**config.mk**
```make
export PLATFORM = sky130hd
export DESIGN_NAME = tlgs_ctrl
export DESIGN_NICKNAME = d
export VERILOG_FILES = /design/src/hdl/tlgs_pkg.sv /design/src/hdl/tlgs_ctrl.sv
export SDC_FILE = /design/constraint.sdc
export NUM_CORES = 1
export LEC_CHECK = 0
export ABC_CLOCK_PERIOD_IN_PS = 2990
export BUFFER_PORTS_ARGS = -buffer_cell sky130_fd_sc_hd__buf_2
export CORE_ASPECT_RATIO = 0.5
export CORE_MARGIN = 8
export CORE_UTILIZATION = 30
export DETAILED_ROUTE_END_ITERATION = 6
export GPL_ROUTABILITY_DRIVEN = 0
export SETUP_SLACK_MARGIN = 0.15
export SLEW_MARGIN = 30
export SYNTH_ARGS = -nofsm -noshare
export SYNTH_HDL_FRONTEND = slang
export SYNTH_SLANG_ARGS = --single-unit
```
**constraint.sdc**
```tcl
create_clock -name clk -period 2.99 [get_ports clk]
set_clock_uncertainty 0.2 [all_clocks]
set_input_delay 0.4485 -clock clk [delete_from_list [all_inputs] [get_ports clk]]
set_output_delay 0.4485 -clock clk [all_outputs]
set_load 0.1 [all_outputs]
```
**src/hdl/tlgs_pkg.sv**
```systemverilog
// Package: types, codes and helpers shared by the Life grid stepper.
package tlgs_pkg;

	localparam int MAX_ROWS      = 64;
	localparam int MAX_COLS      = 64;
	localparam int ROW_W         = 64;
	localparam int SIZE_W        = 7;
	localparam int IDX_W         = 6;
	localparam int GEN_W         = 16;
	localparam int GRID_MIN      = 3;
	localparam int BIRTH_COUNT   = 3;
	localparam int SURVIVE_COUNT = 2;

	localparam logic CMD_LOAD = 1'b0;
	localparam logic CMD_RUN  = 1'b1;

	localparam logic CFG_ROWS = 1'b0;
	localparam logic CFG_COLS = 1'b1;

	typedef struct packed {
		logic             cmd;
		logic [IDX_W-1:0] row_index;
		logic [ROW_W-1:0] row_cells;
		logic [GEN_W-1:0] generations;
	} in_item_t;

	typedef struct packed {
		logic [IDX_W-1:0] out_row_index;
		logic [ROW_W-1:0] out_row_cells;
		logic             all_dead;
		logic             last;
	} out_item_t;

	typedef enum logic [1:0] {
		ST_IDLE,
		ST_PRIME,
		ST_GEN,
		ST_EMIT
	} phase_t;

	typedef struct packed {
		logic             shift;
		phase_t           phase;
		logic             first;
		logic             last;
		logic [IDX_W-1:0] step;
		logic             dead;
	} ctrl_t;

	function automatic logic [SIZE_W-1:0] clamp_size(input logic [SIZE_W-1:0] v,
	                                                  input logic [SIZE_W-1:0] maxv);
		logic [SIZE_W-1:0] r;
		if (v < SIZE_W'(GRID_MIN))
			r = SIZE_W'(GRID_MIN);
		else if (v > maxv)
			r = maxv;
		else
			r = v;
		return r;
	endfunction

	function automatic logic [ROW_W-1:0] col_mask(input logic [SIZE_W-1:0] cols);
		logic [ROW_W-1:0] m;
		if (cols >= SIZE_W'(ROW_W))
			m = '1;
		else
			m = (ROW_W'(1) << cols) - ROW_W'(1);
		return m;
	endfunction

endpackage

```
**src/hdl/tlgs_ctrl.sv**
```systemverilog
// Sequencer: priming pass, generation passes with early stop, emission pass.
module tlgs_ctrl (
	input  logic                        clk,
	input  logic                        arst_n,
	input  logic                        run_start,
	input  logic [tlgs_pkg::GEN_W-1:0]  generations,
	input  logic [tlgs_pkg::SIZE_W-1:0] rows_n,
	input  logic                        feed_live,
	output tlgs_pkg::ctrl_t             ctrl,
	output logic                        busy
);

	tlgs_pkg::phase_t           state_q, state_d;
	logic [tlgs_pkg::IDX_W-1:0] step_q;
	logic [tlgs_pkg::GEN_W-1:0] gens_q;
	logic                       acc_q;
	logic                       dead_q;
	logic                       step_last;
	logic                       pass_end;
	logic                       pass_live;

	assign step_last = step_q == tlgs_pkg::IDX_W'(rows_n - tlgs_pkg::SIZE_W'(1));
	assign pass_end  = (state_q != tlgs_pkg::ST_IDLE) && step_last;
	assign pass_live = acc_q | feed_live;

	always_comb begin
		state_d = state_q;
		case (state_q)
			tlgs_pkg::ST_IDLE: begin
				if (run_start) state_d = tlgs_pkg::ST_PRIME;
			end
			tlgs_pkg::ST_PRIME: begin
				if (pass_end) begin
					if (gens_q == '0 || !pass_live) state_d = tlgs_pkg::ST_EMIT;
					else state_d = tlgs_pkg::ST_GEN;
				end
			end
			tlgs_pkg::ST_GEN: begin
				if (pass_end) begin
					if (gens_q == tlgs_pkg::GEN_W'(1) || !pass_live)
						state_d = tlgs_pkg::ST_EMIT;
				end
			end
			tlgs_pkg::ST_EMIT: begin
				if (pass_end) state_d = tlgs_pkg::ST_IDLE;
			end
			default: state_d = tlgs_pkg::ST_IDLE;
		endcase
	end

	always_ff @(posedge clk or negedge arst_n) begin
		if (!arst_n) begin
			state_q <= tlgs_pkg::ST_IDLE;
			step_q  <= '0;
			gens_q  <= '0;
			acc_q   <= 1'b0;
			dead_q  <= 1'b1;
		end else begin
			state_q <= state_d;
			if (state_q == tlgs_pkg::ST_IDLE || pass_end) begin
				step_q <= '0;
				acc_q  <= 1'b0;
			end else begin
				step_q <= step_q + tlgs_pkg::IDX_W'(1);
				acc_q  <= pass_live;
			end
			if (run_start) begin
				gens_q <= generations;
			end else if (state_q == tlgs_pkg::ST_GEN && pass_end) begin
				gens_q <= gens_q - tlgs_pkg::GEN_W'(1);
			end
			if (pass_end && (state_q inside {tlgs_pkg::ST_PRIME, tlgs_pkg::ST_GEN})) begin
				dead_q <= !pass_live;
			end
		end
	end

	assign busy       = state_q != tlgs_pkg::ST_IDLE;
	assign ctrl.shift = busy;
	assign ctrl.phase = state_q;
	assign ctrl.first = step_q == '0;
	assign ctrl.last  = step_last;
	assign ctrl.step  = step_q;
	assign ctrl.dead  = dead_q;

endmodule

```
# Word level (Yosys, flattened, before mapping)
# Index checks and enable logic that the tools add are counted.
# totals
reg_bits	26
latchBits	0
mem_bits_rw	0
rom_bits	0
out_inout_bits	13
memories	0
# op_classes
n_addsub	3
multipliers	0
n_div	0
magnitude_cmp	0
n_eq_ne	10
shifts	0
muxes	11
bitwise_logic	1
n_reduce_logical	14
# ops
cell	n
2-to-1 mux 16 bit	2
equality test 16 x 1 -> 1 bit, second input constant	1
logical NOT 16 bit	1
subtractor 16 x 1 -> 16 bit, second input constant	1
2-to-1 mux 2 bit	5
!= test 2 bit, second input constant	5
one-hot mux 2 bit (4 select lines)	1
adder 6 x 1 -> 6 bit, second input constant	1
equality test 6 bit	1
logical NOT 6 bit	1
2-to-1 mux 6 bit	1
nonzero test 2 bit	3
subtractor 6 x 1 -> 6 bit, second input constant	1
AND reduction 5 bit	1
equality test 2 bit, second input constant	2
logical AND 1 bit	3
logical OR 1 bit	3
equality test 2 x 1 -> 1 bit, second input constant	1
logical NOT 2 bit	1
2-to-1 mux 1 bit	2
logical NOT 1 bit	1
OR 1 bit	1

# Logic depth before layout (Yosys ltp)
# Gate-level depths: netlist of run 1.
# logic_depth
ltp_word	6
ltp_mapped	10
depth_no_buf	7

# Worst setup path before layout of run 1
# No wires, ideal clock.
# synth_path
path_kind	reg-to-output
from	register state_q[0]
to	output port ctrl[11] (netlist name)
arrival_time_ps	2760
slack_ps	-418
stages_incl_launch_ff	6
n_path_buf	2
cell_sequence	dfrtp_1 -> inv_1 -> ha_1 -> clkbuf_1 -> inv_1 -> buf_4
# synth_via
elab_chain_len	1
# synth_lines
element	line	source
from (decl)	tlgs_ctrl.sv:13	tlgs_pkg::phase_t state_q, state_d;
from (signal assigned)	tlgs_ctrl.sv:53	state_q <= tlgs_pkg::ST_IDLE;
from (signal assigned)	tlgs_ctrl.sv:59	state_q <= state_d;
nonzero test 2 bit	tlgs_ctrl.sv:78	assign busy = state_q != tlgs_pkg::ST_IDLE;
to (decl)	tlgs_ctrl.sv:9	output tlgs_pkg::ctrl_t ctrl,
# Every way passes these cells.

==> results of run 1 <==
==> layout by cell type (no fill, tap or decap), types with 2 or more instances in the layout <==
master,n
ha_1,11
xnor2_1,6
nand4_1,6
buf_2,37
o31ai_1,14
buf_4,6
nor4_1,2
nand2_1,6
inv_1,12
xor2_1,5
and2_1,4
o21ai_0,2
or4_1,14
nor2b_1,3
dfrtp_1,17
nor2_1,21
a31oi_1,17
nand3b_1,2
dfrtp_2,8
nor3b_1,2
buf_12,3
nand3_1,9
nor3_1,10
clkbuf_16,3
nand4b_1,4
==> layout make-up <==
cell class	instances	area, um2
inverter	14	56.3
fill	663	3810
clock inverter	1	30.0
multi-input combinational	163	1170
sequential	26	662
tap	88	110
clock buffer	3	75.1
timing repair buffer	46	290
==> critical path: cells and delay by family <==
| kind | cells | cell delay (ns) |
|---|---|---|
| simple gates | 3 | 0.83 |
| compound gates | 1 | 0.28 |
| fa+ha+maj | 1 | 0.15 |
| buf+inv | 3 | 0.36 |
==> kinds of logic (layout without fill, tap and decap cells) <==
logic type / count (synthesis) / in the layout
mux: 1 / 1
compound gates: 49 / 49
flops: 26 / 26
buf+inv: 29 / 64
simple gates: 91 / 91
xor+xnor: 11 / 11
fa+ha+maj: 11 / 11
==> flip-flops by register name, summed over array words and instances (netlist names) <==
register	flops
gens_q	16
state_q	2
dead_q	1
step_q	6
acc_q	1
==> layer usage <==
| metal | global-route usage | vias up |
|---|---|---|
| li1 | - | 896 |
| met1 | 0.137 | 887 |
| met2 | 0.187 | 31 |
| met3 | 0.0248 | 4 |
| met4 | 0.0303 | 0 |
| met5 | 0 | - |
==> through the flow <==
step	total power, mW	area [um2]	util
2_1_floorplan	1.53	1990	-
3_3_place_gp	1.73	2290	0.369
3_5_place_dp	1.76	2290	0.369
4_1_cts	2.16	2390	0.386
5_1_grt	2.27	2390	0.386
6_report	2.15	2390	0.386
==> worst max path at each step <==
| stage | start | to | cells after the start |
|---|---|---|---|
| 3_3_place_gp | rows_n[0] | gens_q[12]$_DFFE_PN0P_ | 9 |
| 6_report | rows_n[0] | ctrl[7] | 8 |
| 5_1_grt | rows_n[0] | ctrl[7] | 8 |
| 3_5_place_dp | rows_n[0] | gens_q[6]$_DFFE_PN0P_ | 9 |
| 4_1_cts | rows_n[0] | ctrl[7] | 8 |
| 2_1_floorplan | state_q[0]$_DFFE_PN0P_ | ctrl[11] | 5 |
==> where the power goes <==
group,internal (mW),leakage [nW],switching [mW],total [mW]
Sequential,0.437,0.293,0.0962,0.533
Combinational,0.324,0.621,0.896,1.22
Clock,0.267,0.0511,0.133,0.400
Total,1.03,0.965,1.13,2.15
==> impl_metrics.csv, run 1 <==
group,metric,value,unit
setup_path,path_cells,"buf_2 > inv_1 > ha_1 > or3b_1 > a211oi_2 > nand4_2 > nor2_4 > buf_12",
yosys,synth.distinct_cells,51,
yosys,netlist.area_leader.share,0.319,
yosys,synthCells,218,
sta,period_share,0.911,
outcome,outcome,"finished with violations",
place,hpwl,3710,um
setup_path,arrival,2.08,ns
yosys,synth_top_family_by_area,"simple AND/OR/NAND/NOR gates",
yosys,ys_ff_latch,26,
drt,vias_per_cell,5.33,
setup_path,r2r_slack,0.43,ns
floorplan,die_h,73.2,um
setup_path,required,2.34,ns
setup_path,crit_path_max_fanout,4,
grt,grt_pass1_wl,8650,um
clock_tree,clk_latency,0.26,ns
drt,drtIter0Drc,140,
yosys,syn_nets,256,
drt,met3WireLength,256,um
setup_path,end_kind,"primary output",
drt,vias,1818,
yosys,yosys.area_share.adder,0.0702,
finish,antenna_cells,0,
drt,totalWireLength,5110,um
drt,drcViolationCount,0,
yosys,synth.area.mux_share,0.00765,
setup_path,startpoint_type,"primary input",
floorplan,start_util,0.316,
yosys,seq_area_frac_synth,0.332,
sta,finalMaxSlewViolations,0,
sta,finalWorstSetupSlack,0.265,ns
pwr,power_leakage,0.965,nW
pwr,power_density,899,mW/mm2
setup_path,critical_path.slowest_cell,"or3b_1",
drt,drt-met1-wl,2350,um
yosys,synthXorXnorAreaFrac,0.0491,
floorplan,row_count,20,
clock_tree,cts-resized-gates,0,
clock_tree,cts.sinks,26,
grt,grt_pass1_vias,1793,
finish,drive_gt1_frac,0.281,
place,port_buffers,38,
sta,setup_tns,0,ns
drt,routedWlPerCell,15.0,um
floorplan,io_pins,40,
outcome,violations,"negative hold slack",
yosys,synth_top_flop_cell,"dfrtp_1",
clock_tree,postCtsSetupBuffers,0,
grt,track_usage,0.110,
finish,final_cells,341,
floorplan,die_width,130,um
yosys,ys_warn_count,0,
pwr,ir_drop,0.000358,V
drt,wl_met2,2450,um
sta,fin_hold_ws,-0.00724,ns
floorplan,core,0.00621,mm2
clock_tree,clkTransAtPathRegs,0.07,ns
sta,worstMarginPinSlew,0.617,ns
clock_tree,cts_root_buf,"clkbuf_16",
sta,setup-violations-final,0,
finish,syn2layout_area_growth,22.0,%
grt,grt_overflow,0,
setup_path,regToRegStartpoint,"state_q[0]$_DFFE_PN0P_",
place,dp_cells,337,
drt,top_layer,"met4",
sta,clock.fmax,0.367,GHz
place,pre_cts_slack,0.109,ns
yosys,synthArstFlopShare,1.00,
yosys,yosys.area.top_type,"dfrtp_1",
yosys,synth-edff-count,0,
clock_tree,holdBufCountCts,0,
setup_path,critPathMaxStageDelay,0.36,ns
clock_tree,cts_made_buffers,3,
setup_path,reg2regPathDepth,8,
sta,min_period,2.73,ns
yosys,yosysMostFrequentCell,"dfrtp_1",
grt,grt_max_degree,29,
yosys,synth_simple_gate_area_frac,0.281,
drt,ant_nets,0,
setup_path,crit_type,"primary input to primary output",
floorplan,die-area,0.00954,mm2
min_path,hp-class,"primary input to async pin",
yosys,syn-mean-instance-area,9.00,um2
clock_tree,htree_levels,1,
yosys,synthTopCellsByCount,"dfrtp_1 (25), nor2_1 (21), a31oi_1 (17)",
yosys,ys_top_cells_by_area,"dfrtp_1 (32%), ha_1 (7.0%), a31oi_1 (5.4%)",
sta,final_hold_viol_count,16,
run,cap_violations,0,
setup_path,timing.rr.end,"gens_q[11]$_DFFE_PN0P_",
clock_tree,cts_tree,"built",
grt,antenna_found_initial,0,
clock_tree,clockBufferDepth,2,
sta,grt_setup_unrepaired,"false",
finish,fin_nets,292,
drt,drt_pass1_iterations,4,
sta,relSlewSlack,0.589,
yosys,synth_compound_area_frac,0.186,
yosys,syn-cell-area,0.00196,mm2
Power figures use the tool's default switching activity.
==> run 2, diff against run 1 <==
--- a/config.mk
+++ b/config.mk
@@ -6,11 +6,11 @@
 export NUM_CORES = 1
 export LEC_CHECK = 0
 export ABC_CLOCK_PERIOD_IN_PS = 2990
-export BUFFER_PORTS_ARGS = -buffer_cell sky130_fd_sc_hd__buf_2
 export CORE_ASPECT_RATIO = 0.5
 export CORE_MARGIN = 8
 export CORE_UTILIZATION = 30
 export DETAILED_ROUTE_END_ITERATION = 6
+export DONT_BUFFER_PORTS = 1
 export GPL_ROUTABILITY_DRIVEN = 0
 export SETUP_SLACK_MARGIN = 0.15
 export SLEW_MARGIN = 30
==> impl_metrics.csv, run 2 (same netlist as run 1, synthesis figures left out) <==
group,metric,value,unit
clock_tree,postCtsSetupBuffers,0,
setup_path,crit_type,"primary input to primary output",
sta,min_period,2.71,ns
grt,grt_overflow,0,
setup_path,timing.rr.end,"gens_q[11]$_DFFE_PN0P_",
setup_path,crit_path_max_fanout,28,
min_path,whs_path_depth,2,
setup_path,startpoint_type,"primary input",
clock_tree,cts_tree,"built",
clock_tree,clk_latency,0.26,ns
floorplan,die_h,73.2,um
sta,period_share,0.907,
drt,drt_pass1_iterations,4,
grt,grt_pass1_wl,8220,um
finish,drive_gt1_frac,0.188,
finish,syn2layout_area_growth,14.3,%
floorplan,start_util,0.316,
drt,vias_per_cell,5.54,
finish,final_common_cell,"nor2_1",
floorplan,io_pins,40,
setup_path,arrival,2.06,ns
sta,grt_setup_unrepaired,"false",
min_path,hp-class,"primary input to flop",
drt,routedWlPerCell,15.7,um
setup_path,end_kind,"primary output",
grt,grt_max_degree,29,
sta,worstMarginPinSlew,0.685,ns
drt,drtIter0Drc,104,
clock_tree,htree_levels,1,
run,cap_violations,0,
min_path,min_to,"gens_q[0]$_DFFE_PN0P_",
clock_tree,cts_made_buffers,3,
floorplan,row_count,20,
finish,reg_top3,"gens_q (16), step_q (6), state_q (2)",
pwr,ir_drop,0.000297,V
sta,setup-violations-final,0,
grt,grt_pass1_vias,1661,
place,pre_cts_slack,0.252,ns
setup_path,regToRegStartpoint,"gens_q[7]$_DFFE_PN0P_",
place,hpwl,3640,um
clock_tree,cts.sinks,26,
place,port_buffers,0,
setup_path,required,2.34,ns
grt,track_usage,0.107,
drt,vias,1728,
floorplan,core,0.00621,mm2
finish,largest_register,"gens_q",
clock_tree,clockBufferDepth,2,
finish,final_util,0.361,
drt,ant_nets,0,
drt,drcViolationCount,0,
sta,relSlewSlack,0.539,
sta,setup_tns,0,ns
clock_tree,clkTransAtPathRegs,0.07,ns
sta,finalWorstSetupSlack,0.279,ns
setup_path,r2r_slack,0.49,ns
sta,finalMaxSlewViolations,0,
pwr,power_leakage,0.838,nW
drt,totalWireLength,4890,um
floorplan,die_width,130,um
finish,mostFrequentLayoutCells,"nor2_1 (21), a31oi_1 (17), dfrtp_1 (17)",
finish,fin_nets,263,
sta,clock.fmax,0.369,GHz
grt,antenna_found_initial,0,
finish,fill_cells,637,
setup_path,reg2regPathDepth,5,
finish,largest_register_ffs,16,
min_path,hold_path.startpoint,"run_start",
finish,antenna_cells,0,
floorplan,die-area,0.00954,mm2
pwr,power_density,911,mW/mm2
clock_tree,cts_root_buf,"clkbuf_16",
outcome,outcome,"completed",
sta,final_hold_viol_count,0,
[run 2: changes by cell type in the layout (fill, tap and decap cells not counted), sizes merged]
cell and delta:
buf -30, bufinv -1, clkbuf +1, dlygate4sd3 +1
[run 2: what timing repair did]
item / 4_1_cts / 5_1_grt
setup endpoints to repair: 1 / 0
resized for setup: 1 / 0
hold buffers: 2 / 0
endpoints found under the hold margin: 26 / 0
[run 2: how the worst max path moves through the flow]
stage	start	cells after the start	end	slack, ns
3_5_place_dp	rows_n[0]	7	ctrl[7]	0.25
2_1_floorplan	state_q[0]$_DFFE_PN0P_	5	ctrl[11]	0.1
3_3_place_gp	rows_n[0]	7	ctrl[7]	0.28
5_1_grt	rows_n[1]	8	ctrl[7]	0.17
4_1_cts	rows_n[1]	8	ctrl[7]	0.27
6_report	rows_n[1]	8	ctrl[7]	0.28
[run 2: final cells by class]
cell class                      count  area [um2]  share of cell area
Inverter                           14        56.3              0.0251
Sequential cell                    26         662               0.295
Tap cell                           88         110              0.0491
Multi-Input combinational cell    163        1170               0.522
Clock buffer                        4        88.8              0.0396
Timing Repair Buffer               17         155              0.0692
[run 2: layer usage]
metal | track usage | vias up | share of wire
met4 | 0.0340 | 0 | 0.013
li1 | - | 838 | -
met1 | 0.134 | 861 | 0.45
met5 | 0 | - | 0
met3 | 0.0270 | 4 | 0.059
met2 | 0.175 | 25 | 0.48
[run 2: report_power, final]
group          switching (mW)  leakage (nW)  internal (mW)
Clock                   0.121        0.0442          0.205
Combinational           0.857         0.501          0.314
Sequential              0.108         0.293          0.438
Total                    1.09         0.838          0.957
[run 2: per-stage QoR]
stage | power [mW] | hold slack [ns] | area (um2) | cells
6_report | 2.04 | 0.107 | 2240 | 312
5_1_grt | 2.17 | 0.108 | 2240 | 312
4_1_cts | 2.07 | 0.106 | 2240 | 312
3_5_place_dp | 1.72 | -0.0462 | 2120 | 306
3_3_place_gp | 1.69 | -0.0462 | 2120 | 306
2_1_floorplan | 1.53 | -0.0471 | 1990 | 218
[run 2: worst max-delay path, cell delays in order]
cell and delay (ns):
inv_1 0.05, ha_1 0.20, or3b_1 0.38, a211oi_2 0.27, nand4_2 0.13, buf_4 0.24
nor2_4 0.13, buf_12 0.20
