**src/hdl/tlgs_pkg.sv**
```systemverilog
// Package: types, codes and helpers shared by the Life grid stepper.
package tlgs_pkg;

	localparam int MAX_ROWS      = 64;
	localparam int MAX_COLS      = 64;
	localparam int ROW_W         = 64;
	localparam int SIZE_W        = 7;
	localparam int IDX_W         = 6;
	localparam int GEN_W         = 16;
	localparam int GRID_MIN      = 3;
	localparam int BIRTH_COUNT   = 3;
	localparam int SURVIVE_COUNT = 2;

	localparam logic CMD_LOAD = 1'b0;
	localparam logic CMD_RUN  = 1'b1;

	localparam logic CFG_ROWS = 1'b0;
	localparam logic CFG_COLS = 1'b1;

	typedef struct packed {
		logic             cmd;
		logic [IDX_W-1:0] row_index;
		logic [ROW_W-1:0] row_cells;
		logic [GEN_W-1:0] generations;
	} in_item_t;

	typedef struct packed {
		logic [IDX_W-1:0] out_row_index;
		logic [ROW_W-1:0] out_row_cells;
		logic             all_dead;
		logic             last;
	} out_item_t;

	typedef enum logic [1:0] {
		ST_IDLE,
		ST_PRIME,
		ST_GEN,
		ST_EMIT
	} phase_t;

	typedef struct packed {
		logic             shift;
		phase_t           phase;
		logic             first;
		logic             last;
		logic [IDX_W-1:0] step;
		logic             dead;
	} ctrl_t;

	function automatic logic [SIZE_W-1:0] clamp_size(input logic [SIZE_W-1:0] v,
	                                                  input logic [SIZE_W-1:0] maxv);
		logic [SIZE_W-1:0] r;
		if (v < SIZE_W'(GRID_MIN))
			r = SIZE_W'(GRID_MIN);
		else if (v > maxv)
			r = maxv;
		else
			r = v;
		return r;
	endfunction

	function automatic logic [ROW_W-1:0] col_mask(input logic [SIZE_W-1:0] cols);
		logic [ROW_W-1:0] m;
		if (cols >= SIZE_W'(ROW_W))
			m = '1;
		else
			m = (ROW_W'(1) << cols) - ROW_W'(1);
		return m;
	endfunction

endpackage

```
**src/hdl/tlgs_row_cell.sv**
```systemverilog
// One row of the grid: loads from the port or takes its neighbour's row on a shift.
module tlgs_row_cell (
	input  logic                     clk,
	input  logic                     arst_n,
	input  logic                     load_en,
	input  logic [tlgs_pkg::ROW_W-1:0] load_row,
	input  logic                     shift_en,
	input  logic [tlgs_pkg::ROW_W-1:0] shift_row,
	output logic [tlgs_pkg::ROW_W-1:0] row_q
);

	always_ff @(posedge clk or negedge arst_n) begin
		if (!arst_n) begin
			row_q <= '0;
		end else if (load_en) begin
			row_q <= load_row;
		end else if (shift_en) begin
			row_q <= shift_row;
		end
	end

endmodule

```
**config.mk**
```make
export PLATFORM = sky130hd
export DESIGN_NAME = tlgs_row_cell
export DESIGN_NICKNAME = d
export VERILOG_FILES = /design/src/hdl/tlgs_pkg.sv /design/src/hdl/tlgs_row_cell.sv
export SDC_FILE = /design/constraint.sdc
export NUM_CORES = 1
export LEC_CHECK = 0
export BUFFER_PORTS_ARGS = -buffer_cell sky130_fd_sc_hd__buf_2
export CORE_UTILIZATION = 31
export DETAILED_ROUTE_END_ITERATION = 10
export PLACE_DENSITY = 0.66
export SLEW_MARGIN = 20
export SYNTH_ARGS = -nofsm -noshare
export SYNTH_HDL_FRONTEND = slang
export SYNTH_SLANG_ARGS = --single-unit
```
**constraint.sdc**
```tcl
create_clock -name clk -period 0.8 [get_ports clk]
set_input_delay 0.08 -clock clk [delete_from_list [all_inputs] [get_ports clk]]
set_output_delay 0.08 -clock clk [all_outputs]
set_load 0.02 [all_outputs]
```
# Word level (Yosys, flattened, before mapping)
# Index checks and enable logic that the tools add are counted.
[totals] reg_bits=64 elab_cells=4 inputBits=132 out_inout_bits=64
[classes] n_reduce_logical=1 n_mux=2
[ops] operator="$mux 64" n=2
[ops] operator="$reduce_bool 2->1" n=1

# Longest topological paths before layout
# Gate-level depths: netlist (run 1).
[logic_depth] ltp_word=2 depth_mapped=4 mapped_depth_nobuf=2

# Worst setup path after synthesis (run 1)
# No wires, ideal clock.
[synth_path] path_type="reg2reg" startpoint="reg row_q[10] (netlist name)" endpoint="reg row_q[10] in the netlist's numbering" t_arrival_ps=632 path_buffers=0 slack_ps=36 synth_period_minus_slack_ps=764 setup_ps=132 stages_incl_launch_ff=3 required_time_ps=668 cell_sequence="dfrtp_1 mux2i_1 o21ai_1"
[synth_rtl] item="to (signal assigned)" line_no="tlgs_row_cell.sv:16" source="row_q <= load_row;"
[synth_rtl] item="to (signal assigned)" line_no="tlgs_row_cell.sv:18" source="row_q <= shift_row;"
[synth_rtl] item="to (decl)" line_no="tlgs_row_cell.sv:9" source="output logic [tlgs_pkg::ROW_W-1:0] row_q"

# Worst setup path after layout (run 1)
[layout_path] startpoint="reg row_q[23] in the netlist's numbering" endpoint="out row_q[23] in the netlist's numbering"
# No word-level cell between the ends.

==> results.json, run 1 <==
{
  "grt_max_degree": 47,
  "gp_congestion": 0.742,
  "port_buffers": 195,
  "synth_fp_nets": 409,
  "path_delay_family": "flip-flops",
  "p_per_area_nw_per_um2": 1600,
  "skew_ns": 0,
  "pin_count": 196,
  "rows": 35,
  "top_layer": "met4",
  "synth_area_leaders": "dfrtp_1 (54%), mux2i_1 (22%), o21ai_1 (10%)",
  "clock_path_buffers": 2,
  "crit_buf_inv": 1,
  "area_growth_syn_to_layout_pct": 85.1,
  "vias": 3106,
  "crit_chain": "buf_6",
  "synth_top_cell_by_area": "dfrtp_1",
  "period_share_pct": 122,
  "cp-startpoint": "row_q[23]",
  "path_clk_slew_ns": 0.07,
  "ys_seq_elements": 64,
  "r2r-end": "row_q[23]",
  "fin_setup_tns_ns": -10.09,
  "cts_buffers": 9,
  "grt_pass1_wl_mm": 14.9,
  "max_freq_ghz": 1.03,
  "drc": 0,
  "dpl_cell_area_um2": 4070,
  "synth_flop_cell": "dfrtp_1",
  "end_kind": "output pin",
  "violations": "setup timing",
  "cts.htree.levels": 3,
  "yosys_warnings": 0,
  "final_area_um2": 5490,
  "rsz0062_at_grt": "true",
  "crit_path_end": "row_q[23]",
  "die_w_um": 99.8,
  "synth_cell_type_count": 10,
  "cpPeakStageDelay_ns": 0.42,
  "largest_reg_flops": 64,
  "wl_met3_um": 511,
  "leakage_nw": 2.81,
  "tritoncts": "done",
  "relSlewSlack_pct": 77.0,
  "r2r-start": "row_q[23]",
  "finalHoldViolCount": 0,
  "die_area_um2": 9960,
  "arrival_ns": 0.89,
  "syn_inst": 277,
  "cp.depth": 1,
  "critPathLaunchType": "register",
  "crit_fanout": 2,
  "dr_wl_met2_mm": 5.17,
  "synth-async-reset-ratio_pct": 100,
  "core_area_um2": 9240,
  "setup_ws_ns": -0.173,
  "post_drt_via_cell_ratio": 4.49,
  "synth_top_area_share_pct": 54.0,
  "postRouteAntennaNets": 0,
  "drive_gt1_share_pct": 43.0,
  "initialDrtViolationCount": 64,
  "clk_latency_ns": 0.32,
  "fin_nets": 690,
  "start_util_pct": 32.1,
  "synth_edf_count": 0,
  "slowest_stage": "dfrtp_1",
  "antenna_found_initial": 0,
  "top_regs": "row_q x64",
  "overflow": 0,
  "hpwlAfterDp_mm": 5.54,
  "drt_wl_total_mm": 9.56,
  "n_antenna_cell": 0,
  "die_y_um": 99.8,
  "status": "complete, but fails checks",
  "worst_pin_slew_ns": 0.346,
  "grt_pass1_vias": 3339,
  "grtUsageTotal_pct": 19.1,
  "setup-violations-final": 88,
  "critPathRequiredTime_ns": 0.72,
  "synth.avg_cell_area_um2": 10.7,
  "synth_common_cells": "dfrtp_1 (64), mux2i_1 (64), nand2_1 (64)",
  "min_path_type": "input port to register",
  "max-cap-violations": 0,
  "r2r_cells": 3,
  "path_class": "register to output pin",
  "synth_area_um2": 2970,
  "largest_register": "row_q",
  "clock-sinks": 64,
  "finalMaxSlewViolations": 0,
  "ys_seq_area_share_pct": 54.0,
  "dr.pass1.iters": 4,
  "wl_met1_mm": 3.57,
  "fin_crit_ns": 0.973,
  "irDropWorstVdd_mv": 0.741,
  "rrSetupSlack_ns": -0.07,
  "root_buffer": "clkbuf_8",
  "avgRoutedWirePerCell_um": 13.8
}
cell families after synthesis:
family                 Yosys count  share of synthesized area, %
and+or+nand+nor                 64                          8.10
DFF                             64                          54.0
AOI/OAI and AO/OA               64                          10.8
buffers and inverters           21                          5.49
muxes                           64                          21.6
placed cells by master, fill, tap and decap left out, drive strengths merged:
cell         count
clkinvlp         3
clkinv           2
buf            226
clkbuf          11
nand2           64
dlygate4sd3     65
dfrtp           64
mux2i           64
o21ai           64
what timing repair did:
action / in CTS / in global routing
pin swaps: 0 / 2
endpoints found under the setup margin: 64 / 75
buffers inserted: 10 / 14
resized for setup: 129 / 3
hold buffers: 65 / 0
hold endpoints to repair: 128 / 0
stage by stage:
step / instances / setup slack (ns) / hold WS (ns) / util, % / power, W
6_report: 692 / -0.173 / 0.0234 / 59.4 / 0.00881
5_1_grt: 692 / -0.208 / 0.0162 / 59.4 / 0.00929
4_1_cts: 678 / -0.181 / 0.00288 / 58.1 / 0.00880
3_5_place_dp: 587 / -0.110 / 0.0750 / 44.1 / 0.00558
3_3_place_gp: 587 / -0.0820 / 0.0709 / 44.1 / 0.00554
2_1_floorplan: 277 / 0.0359 / -0.216 / - / 0.00475
power breakdown:
| part | switching, W | total [W] | internal, W |
|---|---|---|---|
| Clock | 0.00122 | 0.00242 | 0.00120 |
| Sequential | 0.000238 | 0.00378 | 0.00354 |
| Combinational | 0.00115 | 0.00262 | 0.00147 |
worst min path at each step:
stage | slack (ns) | cells after the start | endpoint | startpoint
final | 0.02 | 3 | row_q[29] | shift_row[29]
after global routing | 0.02 | 3 | row_q[29] | shift_row[29]
after CTS | 0.003 | 3 | row_q[23] | shift_row[23]
after detailed placement | 0.08 | 2 | row_q[35] | arst_n
after global placement | 0.07 | 2 | row_q[37] | arst_n
after floorplan | -0.22 | 0 | row_q[0] | arst_n
metal layers:
| layer | up-vias | track usage, % |
|---|---|---|
| met5 | - | 0 |
| li1 | 1512 | - |
| met1 | 1437 | 19.9 |
| met3 | 29 | 3.83 |
| met4 | 0 | 9.28 |
| met2 | 128 | 36.4 |
area by class of cell:
| cell class | instances | area, um^2 |
|---|---|---|
| tap | 129 | 161 |
| clock buffer | 11 | 141 |
| timing repair buffer | 291 | 2350 |
| fill | 758 | 3750 |
| clock inverter | 5 | 32.5 |
| multi-input combinational | 192 | 1200 |
| sequential | 64 | 1600 |
No activity file was read; power rests on OpenSTA's default activity.
==> run 2, diff against run 1 <==
- HOLD_SLACK_MARGIN: unset -> 0.03
==> run 2 against run 1 <==
The flow still finishes with violations (setup timing). Clock skew is the same. Die area unchanged. Wire length up 16%. Non-clock buffer count grew 56. Final cell count increased by 8.1%. Clock power about the same. Sequential power about the same. Largest cell class unchanged.
==> results.json, run 2 (synthesis gave the netlist of run 1 again) <==
{
  "min_path_type": "input port to register",
  "relSlewSlack_pct": 77.1,
  "vias": 3414,
  "setup-violations-final": 91,
  "cpPeakStageDelay_ns": 0.42,
  "crit_buf_inv": 1,
  "irDropWorstVdd_mv": 0.752,
  "tritoncts": "done",
  "finalHoldViolCount": 0,
  "drc": 0,
  "grt_pass1_vias": 3719,
  "post_drt_via_cell_ratio": 4.56,
  "final_cell_mix": "buf_2 (129), dlygate4sd3_1 (119), buf_6 (65), nand2_1 (64), dfrtp_1 (64)",
  "hold_path_end": "row_q[33]",
  "setup_ws_ns": -0.176,
  "arrival_ns": 0.90,
  "slowest_stage": "dfrtp_1",
  "drive_gt1_share_pct": 39.4,
  "dpl_cell_area_um2": 4070,
  "critPathLaunchType": "register",
  "dr.pass1.iters": 6,
  "finalMaxSlewViolations": 0,
  "r2r-end": "row_q[34]",
  "path_delay_family": "flip-flops",
  "whs_ns": 0.0402,
  "die_area_um2": 9960,
  "p_per_area_nw_per_um2": 1510,
  "crit_chain": "buf_6",
  "gp_congestion": 0.742,
  "grtUsageTotal_pct": 22.3,
  "cts_buffers": 9,
  "path_class": "register to output pin",
  "max_freq_ghz": 1.02,
  "start_util_pct": 32.1,
  "clock-sinks": 64,
  "period_share_pct": 122,
  "die_w_um": 99.8,
  "overflow": 0,
  "path_clk_slew_ns": 0.07,
  "largest_register": "row_q",
  "skew_ns": 0,
  "violations": "setup timing",
  "pin_count": 196,
  "n_antenna_cell": 0,
  "largest_reg_flops": 64,
  "grt_max_degree": 47,
  "rsz0062_at_grt": "true",
  "postRouteAntennaNets": 0,
  "area_growth_syn_to_layout_pct": 104,
  "drt_wl_total_mm": 11.1,
  "grt_pass1_wl_mm": 17.1,
  "wl_met1_mm": 3.95,
  "end_kind": "output pin",
  "cts.htree.levels": 3,
  "dr_wl_met2_mm": 5.99,
  "avgRoutedWirePerCell_um": 14.9,
  "r2r_cells": 3,
  "leakage_nw": 3.05,
  "wl_met3_um": 626,
  "critPathRequiredTime_ns": 0.72,
  "rows": 35,
  "core_area_um2": 9240,
  "antenna_found_initial": 0,
  "fin_nets": 746,
  "r2r-start": "row_q[34]",
  "status": "complete, but fails checks",
  "root_buffer": "clkbuf_8",
  "rrSetupSlack_ns": -0.08,
  "final_area_um2": 6040,
  "hpwlAfterDp_mm": 5.54,
  "top_layer": "met4",
  "final_common_cell": "buf_2",
  "initialDrtViolationCount": 82,
  "fin_crit_ns": 0.976,
  "top_regs": "row_q x64",
  "crit_fanout": 2,
  "max-cap-violations": 0,
  "die_y_um": 99.8,
  "port_buffers": 195,
  "hp-start": "shift_row[33]",
  "clk_latency_ns": 0.33,
  "clock_path_buffers": 2,
  "worst_pin_slew_ns": 0.344,
  "holdPathStages": 3
}
==> run 2: changes by cell type in the layout (fill, tap and decap cells not counted) <==
cell and change:
buf_4 +3, buf_6 -1, dlygate4sd3_1 +54
==> run 2: final cells by class <==
cell class,instances,area (um^2)
repair buffers,347,2900
fillers,669,3200
multi-input cells,192,1200
flip-flops and latches,64,1600
clock inverters,5,32.5
clock buffers,11,141
well taps,129,161
==> run 2: power by group <==
group | internal (W) | total [W] | switching (W)
clock network | 0.00120 | 0.00245 | 0.00125
registers | 0.00354 | 0.00378 | 0.000239
logic | 0.00165 | 0.00287 | 0.00122
==> run 2: through the flow <==
stage                     cells  total power (W)  utilization [%]  setup slack, ns  TNS (ns)
after floorplan             277          0.00475                -           0.0359         0
after global placement      587          0.00554             44.1          -0.0820     -3.27
after detailed placement    587          0.00558             44.1           -0.110     -4.74
after CTS                   732          0.00900             64.0           -0.181    -10.80
after global routing        748          0.00954             65.4           -0.206    -13.78
final                       748          0.00910             65.4           -0.176    -10.61
==> run 2: worst max path at each step <==
stage / startpoint / end / slack, ns / depth (start not counted)
2_1_floorplan: row_q[10] / row_q[10] / 0.04 / 2
3_3_place_gp: shift_en / row_q[0] / -0.08 / 4
3_5_place_dp: shift_en / row_q[49] / -0.11 / 4
4_1_cts: row_q[14] / row_q[14] / -0.18 / 1
5_1_grt: row_q[23] / row_q[23] / -0.21 / 1
6_report: row_q[23] / row_q[23] / -0.18 / 1
==> run 2: what timing repair did <==
action,CTS,global route
hold buffers,119,0
hold endpoints to repair,128,0
pin swaps,0,3
buffers inserted,10,16
resized for setup,129,2
setup endpoints to repair,64,77
==> run 2: metal layers <==
metal	track usage, %	vias to the layer above
met3	4.94	44
met4	12.8	0
met2	43.2	158
met5	0	-
met1	21.5	1585
li1	-	1627
==> run 3, diff against run 2 <==
- CTS_BUF_LIST: unset -> sky130_fd_sc_hd__clkbuf_4 sky130_fd_sc_hd__clkbuf_8
==> run 3 against run 2 <==
The flow still finishes with violations (setup timing). Highest routed layer unchanged. Cell area about the same. Combinational power hardly changed. Critical path type unchanged. Sequential cell count is the same. Count of clock-buffer cells in the layout stayed put. Largest power group unchanged. Non-clock buffer count did not move. First-iteration DRC count shrank 13%.
==> results.json, run 3 (synthesis gave the netlist of run 1 again) <==
{
  "status": "complete, but fails checks",
  "violations": "setup timing",
  "crit_fanout": 2,
  "top_regs": "row_q x64",
  "instances_no_fill": 748,
  "fill_cells": 670,
  "hp-start": "shift_row[33]",
  "finalHoldViolCount": 0,
  "port_buffers": 195,
  "p_comb_share_pct": 31.5,
  "n_antenna_cell": 0,
  "slowest_stage": "dfrtp_1",
  "gp_congestion": 0.742,
  "largest_reg_flops": 64,
  "die_w_um": 99.8,
  "largest_register": "row_q",
  "crit_chain": "buf_6",
  "cpPeakStageDelay_ns": 0.42,
  "pwr-share-clk_pct": 27.1,
  "area_growth_syn_to_layout_pct": 104,
  "leakage_nw": 3.05,
  "overflow": 0,
  "hpwlAfterDp_mm": 5.54,
  "setup_ws_ns": -0.175,
  "final_common_cell": "buf_2",
  "rows": 35,
  "min_path_type": "input port to register",
  "antenna_found_initial": 0,
  "root_buffer": "clkbuf_8",
  "critPathLaunchType": "register",
  "grt_pass1_vias": 3736,
  "avgRoutedWirePerCell_um": 14.8,
  "drt_wl_total_mm": 11.1,
  "final_util_pct": 65.4,
  "vias": 3425,
  "rsz0062_at_grt": "true",
  "start_util_pct": 32.1,
  "r2r_cells": 3,
  "worst_pin_slew_ns": 0.344,
  "netSwitchingFraction_pct": 29.6,
  "cts.htree.levels": 3,
  "crit_buf_inv": 1,
  "path_class": "register to output pin",
  "critPathRequiredTime_ns": 0.72,
  "net-switching-power_w": 0.00271,
  "holdPathStages": 3,
  "initialDrtViolationCount": 71,
  "fin_crit_ns": 0.975,
  "clock-sinks": 64,
  "period_share_pct": 122,
  "finalMaxSlewViolations": 0,
  "grt_max_degree": 47,
  "setup-violations-final": 90,
  "hold_path_end": "row_q[33]",
  "path_delay_family": "flip-flops",
  "rrSetupSlack_ns": -0.08,
  "arrival_ns": 0.89,
  "max-cap-violations": 0,
  "dr.pass1.iters": 6,
  "drc": 0,
  "skew_ns": 0,
  "r2r-end": "row_q[34]",
  "relSlewSlack_pct": 77.0,
  "postRouteAntennaNets": 0,
  "path_clk_slew_ns": 0.07,
  "pin_count": 196,
  "clk_latency_ns": 0.33,
  "die_area_um2": 9960,
  "core_area_um2": 9240,
  "tritoncts": "done",
  "final_cell_mix": "buf_2 (129), dlygate4sd3_1 (119), buf_6 (65), nand2_1 (64), dfrtp_1 (64)",
  "drive_gt1_share_pct": 39.6,
  "dp.cells": 587,
  "fin_nets": 746,
  "cp.depth": 1,
  "max_freq_ghz": 1.03,
  "p_int_w": 0.00642,
  "die_y_um": 99.8,
  "end_kind": "output pin",
  "power_frac_seq_pct": 41.4,
  "p_per_area_nw_per_um2": 1510,
  "cts_buffers": 9,
  "irDropWorstVdd_mv": 0.751,
  "clock_path_buffers": 2,
  "post_drt_via_cell_ratio": 4.58,
  "r2r-start": "row_q[34]",
  "grtUsageTotal_pct": 22.3,
  "grt_pass1_wl_mm": 17.1
}
==> run 3: cell counts in the layout (fill, tap and decap cells not counted) <==
No cell type changed its count.
==> run 3: cell type report <==
| class | count | area, um^2 | share of cell area, % |
|---|---|---|---|
| tap | 129 | 161 | 2.67 |
| timing repair buffer | 347 | 2900 | 48.0 |
| clock buffer | 11 | 145 | 2.40 |
| sequential | 64 | 1600 | 26.5 |
| multi-input combinational | 192 | 1200 | 19.9 |
| clock inverter | 5 | 32.5 | 0.538 |
==> run 3: timing repair <==
action                     in CTS  in global routing
hold buffers                  119                  0
hold endpoints to repair      128                  0
setup buffers                  10                 16
pin swaps                       0                  2
resized for setup             129                  2
setup endpoints to repair      64                 77
==> run 3: worst reg2reg max path: stages, from the launching register on <==
cell	delay, ns
dfrtp_1	0.40
buf_4	0.14
mux2i_1	0.14
o21ai_1	0.08
==> run 3: through the flow <==
step | worst slack [ns] | setup TNS, ns | total power [W] | hold WS (ns) | cell area (um^2)
4_1_cts | -0.181 | -10.80 | 0.00904 | 0.0301 | 5920
5_1_grt | -0.206 | -13.73 | 0.00957 | 0.0399 | 6040
6_report | -0.175 | -10.53 | 0.00912 | 0.0398 | 6040
2_1_floorplan | 0.0359 | 0 | 0.00475 | -0.216 | 2970
3_3_place_gp | -0.0820 | -3.27 | 0.00554 | 0.0709 | 4070
3_5_place_dp | -0.110 | -4.74 | 0.00558 | 0.0750 | 4070
==> run 3: power by group through the flow <==
stage	Sequential, W	Combinational (W)	Clock [W]
global placement	0.00375	0.00180	0
finish	0.00378	0.00287	0.00248
detailed placement	0.00375	0.00183	0
floorplan	0.00412	0.000627	0
CTS	0.00376	0.00269	0.00258
global route	0.00380	0.00307	0.00270
==> run 3: layer usage <==
metal | vias up | GRT usage (%) | routed length, um
met1 | 1594 | 21.4 | 3940
met2 | 158 | 42.9 | 5960
li1 | 1627 | - | -
met5 | - | 0 | 0
met3 | 46 | 5.01 | 617
met4 | 0 | 13.3 | 571
==> run 3: how the worst max path moves through the flow <==
stage | from | end | slack (ns)
after CTS | row_q[14] | row_q[14] | -0.18
after global routing | row_q[23] | row_q[23] | -0.21
after detailed placement | shift_en | row_q[49] | -0.11
after floorplan | row_q[10] | row_q[10] | 0.04
final | row_q[23] | row_q[23] | -0.17
after global placement | shift_en | row_q[0] | -0.08
